## config.mk

```make
export PLATFORM = sky130hd
export DESIGN_NAME = net_irq_status_registers_unit
export DESIGN_NICKNAME = d
export VERILOG_FILES = /design/src/sv/nirq_pkg.sv /design/src/sv/net_irq_status_registers_unit.sv
export SDC_FILE = /design/constraint.sdc
export NUM_CORES = 1
export LEC_CHECK = 0
export ABC_AREA = 1
export CORE_ASPECT_RATIO = 0.5
export CORE_UTILIZATION = 40
export CTS_CLUSTER_SIZE = 28
export DETAILED_ROUTE_END_ITERATION = 12
export DONT_BUFFER_PORTS = 1
export SLEW_MARGIN = 20
export SYNTH_ARGS = -nofsm -noshare
export SYNTH_HDL_FRONTEND = slang
export SYNTH_SLANG_ARGS = --single-unit
```

## constraint.sdc

```tcl
create_clock -name clock -period 3.3 [get_ports clock]
set_input_delay 0.33 -clock clock [delete_from_list [all_inputs] [get_ports clock]]
set_output_delay 0.33 -clock clock [all_outputs]
set_load 0.05 [all_outputs]
```

## src/sv/nirq_pkg.sv

```systemverilog
`default_nettype none
package nirq_pkg;

   localparam int unsigned NUM_SLOTS = 7;

   typedef enum logic [1:0] {
      REQ_READ      = 2'd0,
      REQ_WRITE     = 2'd1,
      REQ_IRQ_SET   = 2'd2,
      REQ_IRQ_CLEAR = 2'd3
   } req_kind_type;

   typedef enum logic [0:0] {
      CSR_CHASSIS_MODEL = 1'd0,
      CSR_CARD_PRESENT  = 1'd1
   } csr_index_type;

   localparam logic [1:0] MODEL_SMALL  = 2'd0;
   localparam logic [1:0] MODEL_MEDIUM = 2'd1;
   localparam logic [1:0] MODEL_LARGE  = 2'd2;

   localparam logic [17:0] ADDR_ID_BYTE     = 18'h00008;
   localparam logic [17:0] ADDR_ID_WORD     = 18'h0000A;
   localparam logic [17:0] ADDR_PRESENCE_LO = 18'h10006;
   localparam logic [17:0] ADDR_PRESENCE_HI = 18'h10008;
   localparam logic [17:0] ADDR_IRQ_MAIN    = 18'h10010;
   localparam logic [17:0] ADDR_MGMT_ACK_LG = 18'h10014;
   localparam logic [17:0] ADDR_REV_LG      = 18'h10016;
   localparam logic [17:0] ADDR_STATUS_B3   = 18'h20000;
   localparam logic [17:0] ADDR_STATUS_B2   = 18'h20001;
   localparam logic [17:0] ADDR_STATUS_B1   = 18'h20002;
   localparam logic [17:0] ADDR_STATUS_B0   = 18'h20003;
   localparam logic [17:0] ADDR_MGMT_ACK_SM = 18'h20004;
   localparam logic [17:0] ADDR_EXT_ACK_SM  = 18'h20006;
   localparam logic [17:0] ADDR_IO_MASK     = 18'h20008;
   localparam logic [17:0] ADDR_EXT_ACK_LG  = 18'h2000A;
   localparam logic [17:0] ADDR_IRQ_AUX     = 18'h20010;
   localparam logic [17:0] ADDR_MODEL_ID    = 18'h30000;
   localparam logic [17:0] ADDR_CPU_ID      = 18'h30004;
   localparam logic [17:0] ADDR_ID_BYTE_LG  = 18'h30008;

   localparam logic [31:0] ID_BYTE_VALUE   = 32'h0000_00FF;
   localparam logic [31:0] ID_WORD_VALUE   = 32'h0000_1000;
   localparam logic [31:0] REV_LG_VALUE    = 32'h0000_0012;
   localparam logic [31:0] EXT_ACK_VALUE   = 32'h0000_0054;
   localparam logic [31:0] ALL_ONES_HALF   = 32'h0000_FFFF;
   localparam logic [31:0] MODEL_ID_SMALL  = 32'(4 << 5);
   localparam logic [31:0] MODEL_ID_LARGE  = 32'(3 << 5);
   localparam logic [31:0] CPU_ID_VALUE    = 32'(32 + 1);
   localparam logic [15:0] PRESENCE_SMALL_MASK = 16'h1111;

   typedef struct packed {
      logic [31:0] read_data;
      logic        net_irq;
      logic        mgmt_irq_clear;
      logic        ext_irq_clear;
   } rsp_type;

   function automatic logic [4:0] small_offset(input logic [1:0] slot);
      logic [4:0] r;
      case (slot)
         2'd0:    r = 5'd16;
         2'd1:    r = 5'd24;
         2'd2:    r = 5'd0;
         default: r = 5'd8;
      endcase
      return r;
   endfunction

   function automatic logic [4:0] large_offset(input logic [2:0] slot);
      logic [4:0] r;
      case (slot)
         3'd1:    r = 5'd24;
         3'd2:    r = 5'd16;
         3'd3:    r = 5'd28;
         3'd4:    r = 5'd20;
         3'd5:    r = 5'd8;
         default: r = 5'd0;
      endcase
      return r;
   endfunction

   function automatic logic [15:0] large_mask(input logic [2:0] slot);
      logic [15:0] r;
      case (slot)
         3'd1:    r = 16'hF0FF;
         3'd2:    r = 16'hFFF0;
         3'd3:    r = 16'h0FFF;
         3'd4:    r = 16'hFF0F;
         3'd5:    r = 16'hF0FF;
         3'd6:    r = 16'hFFF0;
         default: r = 16'hFFFF;
      endcase
      return r;
   endfunction

endpackage
`default_nettype wire

```

## src/sv/net_irq_status_registers_unit.sv

```systemverilog
// A result is written into the result buffer when its item is accepted.
// One item per cycle while the result buffer is not full; the decode and status update take one pass.
// A two-entry result buffer lets items keep flowing while a result waits.
// Synchronous reset clears the status words, the mask register, the card
// presence mask and the result buffer, and sets the chassis model to 1.
`default_nettype none
module net_irq_status_registers_unit (
   input  wire logic        clock,
   input  wire logic        reset,
   input  wire logic        req_valid,
   output logic             req_stall,
   input  wire logic [1:0]  req_type,
   input  wire logic [17:0] req_address,
   input  wire logic [15:0] req_write_data,
   input  wire logic [2:0]  req_irq_slot,
   input  wire logic [2:0]  req_irq_port,
   output logic             rsp_valid,
   input  wire logic        rsp_stall,
   output logic [31:0]      rsp_read_data,
   output logic             rsp_net_irq,
   output logic             rsp_mgmt_irq_clear,
   output logic             rsp_ext_irq_clear,
   input  wire logic        csr_valid,
   output logic             csr_ready,
   input  wire logic [0:0]  csr_index,
   input  wire logic [6:0]  csr_write_data
);
   import nirq_pkg::*;

   logic [1:0]  chassis_model_ff;
   logic [6:0]  card_present_ff;
   logic [31:0] irq_main_ff, irq_main_in;
   logic [31:0] irq_aux_ff, irq_aux_in;
   logic [7:0]  io_mask_ff, io_mask_in;

   rsp_type     buf_ff [2];
   rsp_type     rsp_in;
   logic        wr_ptr_ff, rd_ptr_ff;
   logic [1:0]  count_ff;

   logic        push, pop, is_large, is_read;
   logic        hit, aux_sel;
   logic [5:0]  pos;
   logic [31:0] bit_mask;
   logic [15:0] pres_small, pres_lo, pres_hi;
   logic [6:0]  present;

   assign csr_ready = 1'b1;
   assign req_stall = (count_ff == 2'd2);
   assign rsp_valid = (count_ff != 2'd0);
   assign push      = req_valid && !req_stall;
   assign pop       = rsp_valid && !rsp_stall;
   assign is_large  = (chassis_model_ff >= MODEL_LARGE);
   assign is_read   = (req_type == REQ_READ);

   always_comb begin
      for (int n = 0; n < 7; n++) begin
         present[n] = (n < NUM_SLOTS) && card_present_ff[n];
      end
      pres_small = 16'hFFFF;
      for (int n = 0; n < 4; n++) begin
         if (present[n]) begin
            pres_small = pres_small & ~(PRESENCE_SMALL_MASK << n);
         end
      end
      pres_lo = 16'hFFFF;
      for (int n = 1; n <= 4; n++) begin
         if (present[n]) begin
            pres_lo = pres_lo & large_mask(3'(n));
         end
      end
      pres_hi = 16'hFFFF;
      for (int n = 5; n <= 6; n++) begin
         if (present[n]) begin
            pres_hi = pres_hi & large_mask(3'(n));
         end
      end
   end

   always_comb begin
      hit     = 1'b0;
      aux_sel = 1'b0;
      pos     = '0;
      if (32'(req_irq_slot) < NUM_SLOTS) begin
         if (is_large) begin
            aux_sel = (req_irq_slot == 3'd0);
            pos     = {1'b0, large_offset(req_irq_slot)} + {3'b000, req_irq_port};
            hit     = (pos <= 6'd31);
         end else if (req_irq_slot < 3'd4) begin
            pos = {1'b0, small_offset(req_irq_slot[1:0])} + {3'b000, req_irq_port};
            hit = (pos <= 6'd31);
         end
      end
      bit_mask = 32'd1 << pos[4:0];
   end

   always_comb begin
      irq_main_in = irq_main_ff;
      irq_aux_in  = irq_aux_ff;
      io_mask_in  = io_mask_ff;
      rsp_in      = '0;
      case (req_type)
         REQ_IRQ_SET: begin
            if (hit && aux_sel) irq_aux_in = irq_aux_ff | bit_mask;
            if (hit && !aux_sel) irq_main_in = irq_main_ff | bit_mask;
         end
         REQ_IRQ_CLEAR: begin
            if (hit && aux_sel) irq_aux_in = irq_aux_ff & ~bit_mask;
            if (hit && !aux_sel) irq_main_in = irq_main_ff & ~bit_mask;
         end
         default: begin
            if (!is_large) begin
               unique case (req_address)
                  ADDR_ID_BYTE:     if (is_read) rsp_in.read_data = ID_BYTE_VALUE;
                  ADDR_ID_WORD:     if (is_read) rsp_in.read_data = ID_WORD_VALUE;
                  ADDR_PRESENCE_LO: if (is_read) rsp_in.read_data = {16'h0, pres_small};
                  ADDR_STATUS_B3:   if (is_read) rsp_in.read_data = {24'h0, irq_main_ff[31:24]};
                  ADDR_STATUS_B2:   if (is_read) rsp_in.read_data = {24'h0, irq_main_ff[23:16]};
                  ADDR_STATUS_B1:   if (is_read) rsp_in.read_data = {24'h0, irq_main_ff[15:8]};
                  ADDR_STATUS_B0:   if (is_read) rsp_in.read_data = {24'h0, irq_main_ff[7:0]};
                  ADDR_MGMT_ACK_SM: rsp_in.mgmt_irq_clear = 1'b1;
                  ADDR_EXT_ACK_SM:  rsp_in.ext_irq_clear = 1'b1;
                  ADDR_IO_MASK: begin
                     if (is_read) rsp_in.read_data = {24'h0, io_mask_ff};
                     else io_mask_in = req_write_data[7:0];
                  end
                  ADDR_MODEL_ID: begin
                     if (is_read && chassis_model_ff == MODEL_SMALL) begin
                        rsp_in.read_data = MODEL_ID_SMALL;
                     end
                  end
                  ADDR_CPU_ID:      if (is_read) rsp_in.read_data = CPU_ID_VALUE;
                  default: ;
               endcase
            end else begin
               unique case (req_address)
                  ADDR_ID_BYTE, ADDR_ID_BYTE_LG: begin
                     if (is_read) rsp_in.read_data = ID_BYTE_VALUE;
                  end
                  ADDR_ID_WORD:     if (is_read) rsp_in.read_data = ID_WORD_VALUE;
                  ADDR_PRESENCE_LO: if (is_read) rsp_in.read_data = {16'h0, pres_lo};
                  ADDR_PRESENCE_HI: if (is_read) rsp_in.read_data = {16'h0, pres_hi};
                  ADDR_REV_LG:      if (is_read) rsp_in.read_data = REV_LG_VALUE;
                  ADDR_STATUS_B3, ADDR_STATUS_B1, ADDR_MGMT_ACK_SM: begin
                     if (is_read) rsp_in.read_data = ALL_ONES_HALF;
                  end
                  ADDR_IO_MASK: begin
                     if (is_read) rsp_in.read_data = {24'h0, io_mask_ff};
                     else io_mask_in = req_write_data[7:0];
                  end
                  ADDR_MODEL_ID:    if (is_read) rsp_in.read_data = MODEL_ID_LARGE;
                  ADDR_CPU_ID:      if (is_read) rsp_in.read_data = CPU_ID_VALUE;
                  ADDR_IRQ_MAIN:    if (is_read) rsp_in.read_data = irq_main_ff;
                  ADDR_IRQ_AUX:     if (is_read) rsp_in.read_data = irq_aux_ff;
                  ADDR_MGMT_ACK_LG: rsp_in.mgmt_irq_clear = 1'b1;
                  ADDR_EXT_ACK_LG: begin
                     if (is_read) rsp_in.read_data = EXT_ACK_VALUE;
                     rsp_in.ext_irq_clear = 1'b1;
                  end
                  default: ;
               endcase
            end
         end
      endcase
      if (is_large) rsp_in.net_irq = ((irq_main_in | irq_aux_in) != 32'h0);
      else rsp_in.net_irq = (irq_main_in != 32'h0);
   end

   always_ff @(posedge clock) begin
      if (reset) begin
         chassis_model_ff <= MODEL_MEDIUM;
         card_present_ff  <= '0;
         irq_main_ff      <= '0;
         irq_aux_ff       <= '0;
         io_mask_ff       <= '0;
         wr_ptr_ff        <= 1'b0;
         rd_ptr_ff        <= 1'b0;
         count_ff         <= '0;
      end else begin
         if (csr_valid && csr_ready) begin
            unique case (csr_index)
               CSR_CHASSIS_MODEL: chassis_model_ff <= csr_write_data[1:0];
               CSR_CARD_PRESENT:  card_present_ff <= csr_write_data;
               default: ;
            endcase
         end
         if (push) begin
            irq_main_ff <= irq_main_in;
            irq_aux_ff  <= irq_aux_in;
            io_mask_ff  <= io_mask_in;
            wr_ptr_ff   <= !wr_ptr_ff;
         end
         if (pop) rd_ptr_ff <= !rd_ptr_ff;
         if (push && !pop) count_ff <= count_ff + 2'd1;
         else if (pop && !push) count_ff <= count_ff - 2'd1;
      end
   end

   always_ff @(posedge clock) begin
      if (push) buf_ff[wr_ptr_ff] <= rsp_in;
   end

   assign rsp_read_data      = buf_ff[rd_ptr_ff].read_data;
   assign rsp_net_irq        = buf_ff[rd_ptr_ff].net_irq;
   assign rsp_mgmt_irq_clear = buf_ff[rd_ptr_ff].mgmt_irq_clear;
   assign rsp_ext_irq_clear  = buf_ff[rd_ptr_ff].ext_irq_clear;

endmodule
`default_nettype wire

```

# Word level (Yosys, flattened, before mapping)
# Memories as Yosys holds them, arrays and structs flattened. A register that Yosys moved wholly into a read port is not among the register bits.
# Index checks and enable logic that the tools add are counted.
# W data, S select, Z words.
# totals
n_memories	1
output_inout_bits	38
in_bits	55
ram_bits	70
reg_bits	85
# memory_table
name	depth	width	rd	rd_clocked_by_memory_dff	write_ports	line_no	rtl
buf_ff	2	35	1	1	1	net_irq_status_registers_unit.sv:36	rsp_type buf_ff [2];
# op_classes
bitwise	13
n_reduce_logical	28
order_cmp	5
n_eq_ne	29
add_sub_neg	4
shifts	1
mux	70
# ops
op	count
$pmux W32 S12	1
$pmux W32 S10	1
$mux W32	8
$eq A18 B18 Y1 const B	12
$mux W16	13
$pmux W32 S2	2
$or A32 B32 Y32	3
$eq A18 B17 Y1 const B	5
$and A16 B16 Y16	4
$and A32 B32 Y32	2
$reduce_bool A32 Y1	2
$mux W8	7
$mux W5	9
$eq A18 B4 Y1 const B	2
$not A32 Y32	1
$shl A1 B5 Y32 const A	1
$mux W13	2
$pmux W5 S5	1
$mux W12	2
$mux W15	1
$pmux W5 S3	1
$mux W1	14
$mux W14	1
$mux W7	2
23 further kinds	53

# Depth between registers and ports, before layout
# logic_depth
depth_word	17
ltp_mapped	21
ltp_nobuf	21

# Least setup slack after synthesis
# Ideal clock, no wire load.
# synth_timing
path_type	input to register
from	input req_irq_slot[1]
to	memory buf_ff[0][2] in the netlist's numbering (data pin)
n_path_buf	1
arrival_time_ps	2346
path_stages	19
setup_time_ps	257
required_ps	3043
path_slack_ps	697
cell_sequence	o21ai_1 a21boi_0 ha_1 ha_1 nor2_1 a21oi_2 inv_2 buf_6 nand3_1 nor2_1 nand3_1 nand2_1 nand2_1 inv_1 nand2_1 nor2_1 nand2_1 nor2_1 nand2_1
# synth_rtl
element	line_no	rtl
start: declaration	net_irq_status_registers_unit.sv:15	input wire logic [2:0] req_irq_slot,
end: declaration	net_irq_status_registers_unit.sv:36	

==> results.md <==
* Status: complete, no violations
* Period minus WS final at roughly 3100 ps
* Hold_buf cts at 0
* WL final at 30,560 µm
* Ys Warns at 0
* Post-synth ARST share at 0
* Hold/Removal Path Class: input pin to flop
* Top Ports at 93
* Synth cell types at 40
* Syn Inst Count at 1,302
* PostCTS Resize Cnt at 0
* CP max stage delay at roughly 600 ps
* Slew headroom at 0.3564
* CTS clk-pin slew, worst paths at around 70 ps
* Startpoint Class: flop
* Crit-path cells: inv_2 -> buf_4 -> a21oi_1 -> nand4_1 -> nor2_1 -> nand3_1 -> o21ai_1 -> nand2_1 -> inv_1 -> nand2_1 -> nor2_1 -> nand2_1 -> nor2_1 -> nand2_1
* CTS tree: done
* Die height at about 110 µm
* Cell area after placement at about 9700 µm²
* Design area at roughly 10,000 µm²
* Fin nets at 1,331
* Post-synth top flop: dfxtp_1
* I/O Buffers at 0
* Post-synthesis cell area at roughly 9300 µm²
* Antenna cells at 0
* Synth Area per Inst at ~7.2 µm²
* Number of flops mapped to enable cells by yosys at 70
* Dpl hpwl at 22,460 µm
* Clk buf depth at 2
* Vias in the first global route at 8,067
* Row cnt at 39
* Worst path top cell family by delay: simple AND/OR/NAND/NOR gates
* Chip width at between 200 and 250 µm
* Largest net degree at the start of global routing at 130
* CP Capture Type: flop
* Static Leak at 4.001 nW
* Pwr/cell area at around 620 nW/µm²
* Layout cells sized above 1 at 0.09331
* Initial antenna violation count at 0
* Gr usage total at 0.2592
* Core Footprint at 22,840 µm²
* Pre-Repair DR Iteration Count at 5
* Final Hold Viols at 0
* DR iter-0 viols at 1,005
* Worst skew pair latency at about 440 ps
* Wire per inst at roughly 19 µm
* # clock sinks at between 150 and 200
* CP max FO at 9
* Post-route ant nets at 0
* Final Wtd Congestion at 0.9469
* First-pass GRT wire length at between 40,000 and 50,000 µm
* Arrival @ worst endpoint at approximately 3200 ps
* Initial Util at 0.4081
* Clock skew at 7.538 ps
* DR vias/cell at between 5 and 6
* Maximum clock rate at around 0.32 GHz
* Die area at between 20,000 and 25,000 µm²
* Worst VDD drop at slightly below 400 µV
* Worst Path Buf+Inv at 3
* Register area share after synthesis at 0.4103
* Mapped Nets at 1,360
* Max Slew Vio Count at 0
* Actual slew at the worst max-slew pin at 963.9 ps
* Tcrit/Tclk final at 0.9363
* GRT overflow at 0
* # setup viols final at 0
* Post-CTS Setup Inserts at 0
* RSZ-0062 raised after global routing: false
* Cell chosen for the clock root: clkbuf_16
* Via count at 9,061
* H-tree depth at 4
* # DRC at 0
* Worst path most repeated cell: nand2_1
* Total CTS buffers at 17
* Max-Cap Viols at 0
* TNS Setup at 0 ps
* Kind of critical path: flop to flop
* Slowest CP cell: dfxtp_1
* Register bit total from synthesis at 156
* Area grow syn2layout at 9.988%
* Worst path required time at 3430 ps
==> power by group <==
part | switching, mW | total (mW) | internal [mW]
Combinational | 1.40 | 1.86 | 0.461
Sequential | 0.212 | 2.55 | 2.34
Clock | 0.832 | 1.94 | 1.11
==> cell usage in the layout, fill, tap and decap left out, drive strengths merged, types with 5 or more instances in the layout <==
| cell | synthesis | final |
|---|---|---|
| nand2 | 260 | 260 |
| inv | 147 | 149 |
| nor2 | 147 | 147 |
| nand3 | 120 | 120 |
| o21ai | 119 | 119 |
| a21oi | 109 | 109 |
| dfxtp | 86 | 86 |
| edfxtp | 70 | 70 |
| nand4 | 49 | 49 |
| mux2 | 35 | 35 |
| nor3 | 28 | 28 |
| buf | 26 | 28 |
| clkbuf | 50 | 18 |
| a32oi | 12 | 12 |
| o31ai | 10 | 10 |
| clkinv | 1 | 6 |
| a31oi | 5 | 5 |
| o211ai | 5 | 5 |
| clkinvlp | 0 | 5 |
==> per-layer routing <==
layer	routed length, µm	up-vias	GRT usage
li1	-	4370	-
met1	15180	4315	0.3873
met4	351	0	0.06693
met3	2669	29	0.07109
met5	0	-	0
met2	12360	347	0.3592
==> sequential cells by signal (all words and copies together), names as in the netlist, named ones only <==
register and cells:
chassis_model_ff 2, io_mask_ff 8, card_present_ff 7, rd_ptr_ff 1, irq_aux_ff 32, buf_ff 70, irq_main_ff 32, count_ff 2
wr_ptr_ff 1
==> kinds of logic after synthesis <==
| family | after synthesis | synth area share |
|---|---|---|
| AND/OR/NAND/NOR | 608 | 0.2853 |
| buffers and inverters | 224 | 0.09478 |
| adder cells (fa/ha/maj) | 3 | 0.004028 |
| flip-flops | 156 | 0.4103 |
| AO/OA/AOI/OAI | 275 | 0.1630 |
| multiplexers | 35 | 0.04229 |
| other | 1 | 0.0004024 |
==> through the flow <==
stage                     hold slack [ps]  setup slack (ps)    util  total power, mW  std cells
final                               15.09             210.3  0.4489            6.348       1593
after detailed placement            447.6             85.47  0.4230            4.417       1561
after floorplan                     425.7             696.9       -            4.008       1302
after CTS                           3.910             284.6  0.4481            6.358       1593
after global placement              436.5             153.9  0.4230            4.385       1561
after global routing                34.44             23.70  0.4489            6.665       1593
==> synthesized netlist by cell type, types with 10 or more instances <==
cell type / instances / area share
nand3_1: 118 / 0.063
inv_1: 144 / 0.058
nand4_1: 49 / 0.033
o21ai_0: 106 / 0.057
o21ai_1: 13 / 0.0070
buf_2: 16 / 0.0086
a21oi_1: 107 / 0.057
nor2_2: 11 / 0.0074
nand2_1: 258 / 0.10
edfxtp_1: 70 / 0.23
nor2_1: 135 / 0.054
mux2_2: 35 / 0.042
o31ai_1: 10 / 0.0081
nor3_1: 28 / 0.015
dfxtp_1: 86 / 0.18
a32oi_1: 12 / 0.011
clkbuf_1: 50 / 0.020
==> cell type report <==
type	instances	area, µm²
Fill cell	2328	12590
Multi-Input combinational cell	922	4663
Sequential cell	156	3824
Inverter	148	555.5
Clock buffer	18	429.2
Tap cell	307	384.1
Timing Repair Buffer	28	251.5
Clock inverter	14	143.9
==> worst paths after layout <==
path | start | to | slack (ps) | cells past startpoint
worst max register to register | chassis_model_ff[1]$_SDFFE_PP0P_ | buf_ff[1][2]$_DFFE_PP_ | 210 | 14
worst max-delay path | chassis_model_ff[1]$_SDFFE_PP0P_ | buf_ff[1][2]$_DFFE_PP_ | 210 | 14
worst min register to register | rd_ptr_ff$_SDFFE_PP0P_ | flop | 460 | 1
worst min-delay path | csr_write_data[0] | chassis_model_ff[0]$_SDFFE_PP1P_ | 20 | 2
No activity file was read; power rests on OpenSTA's default activity.
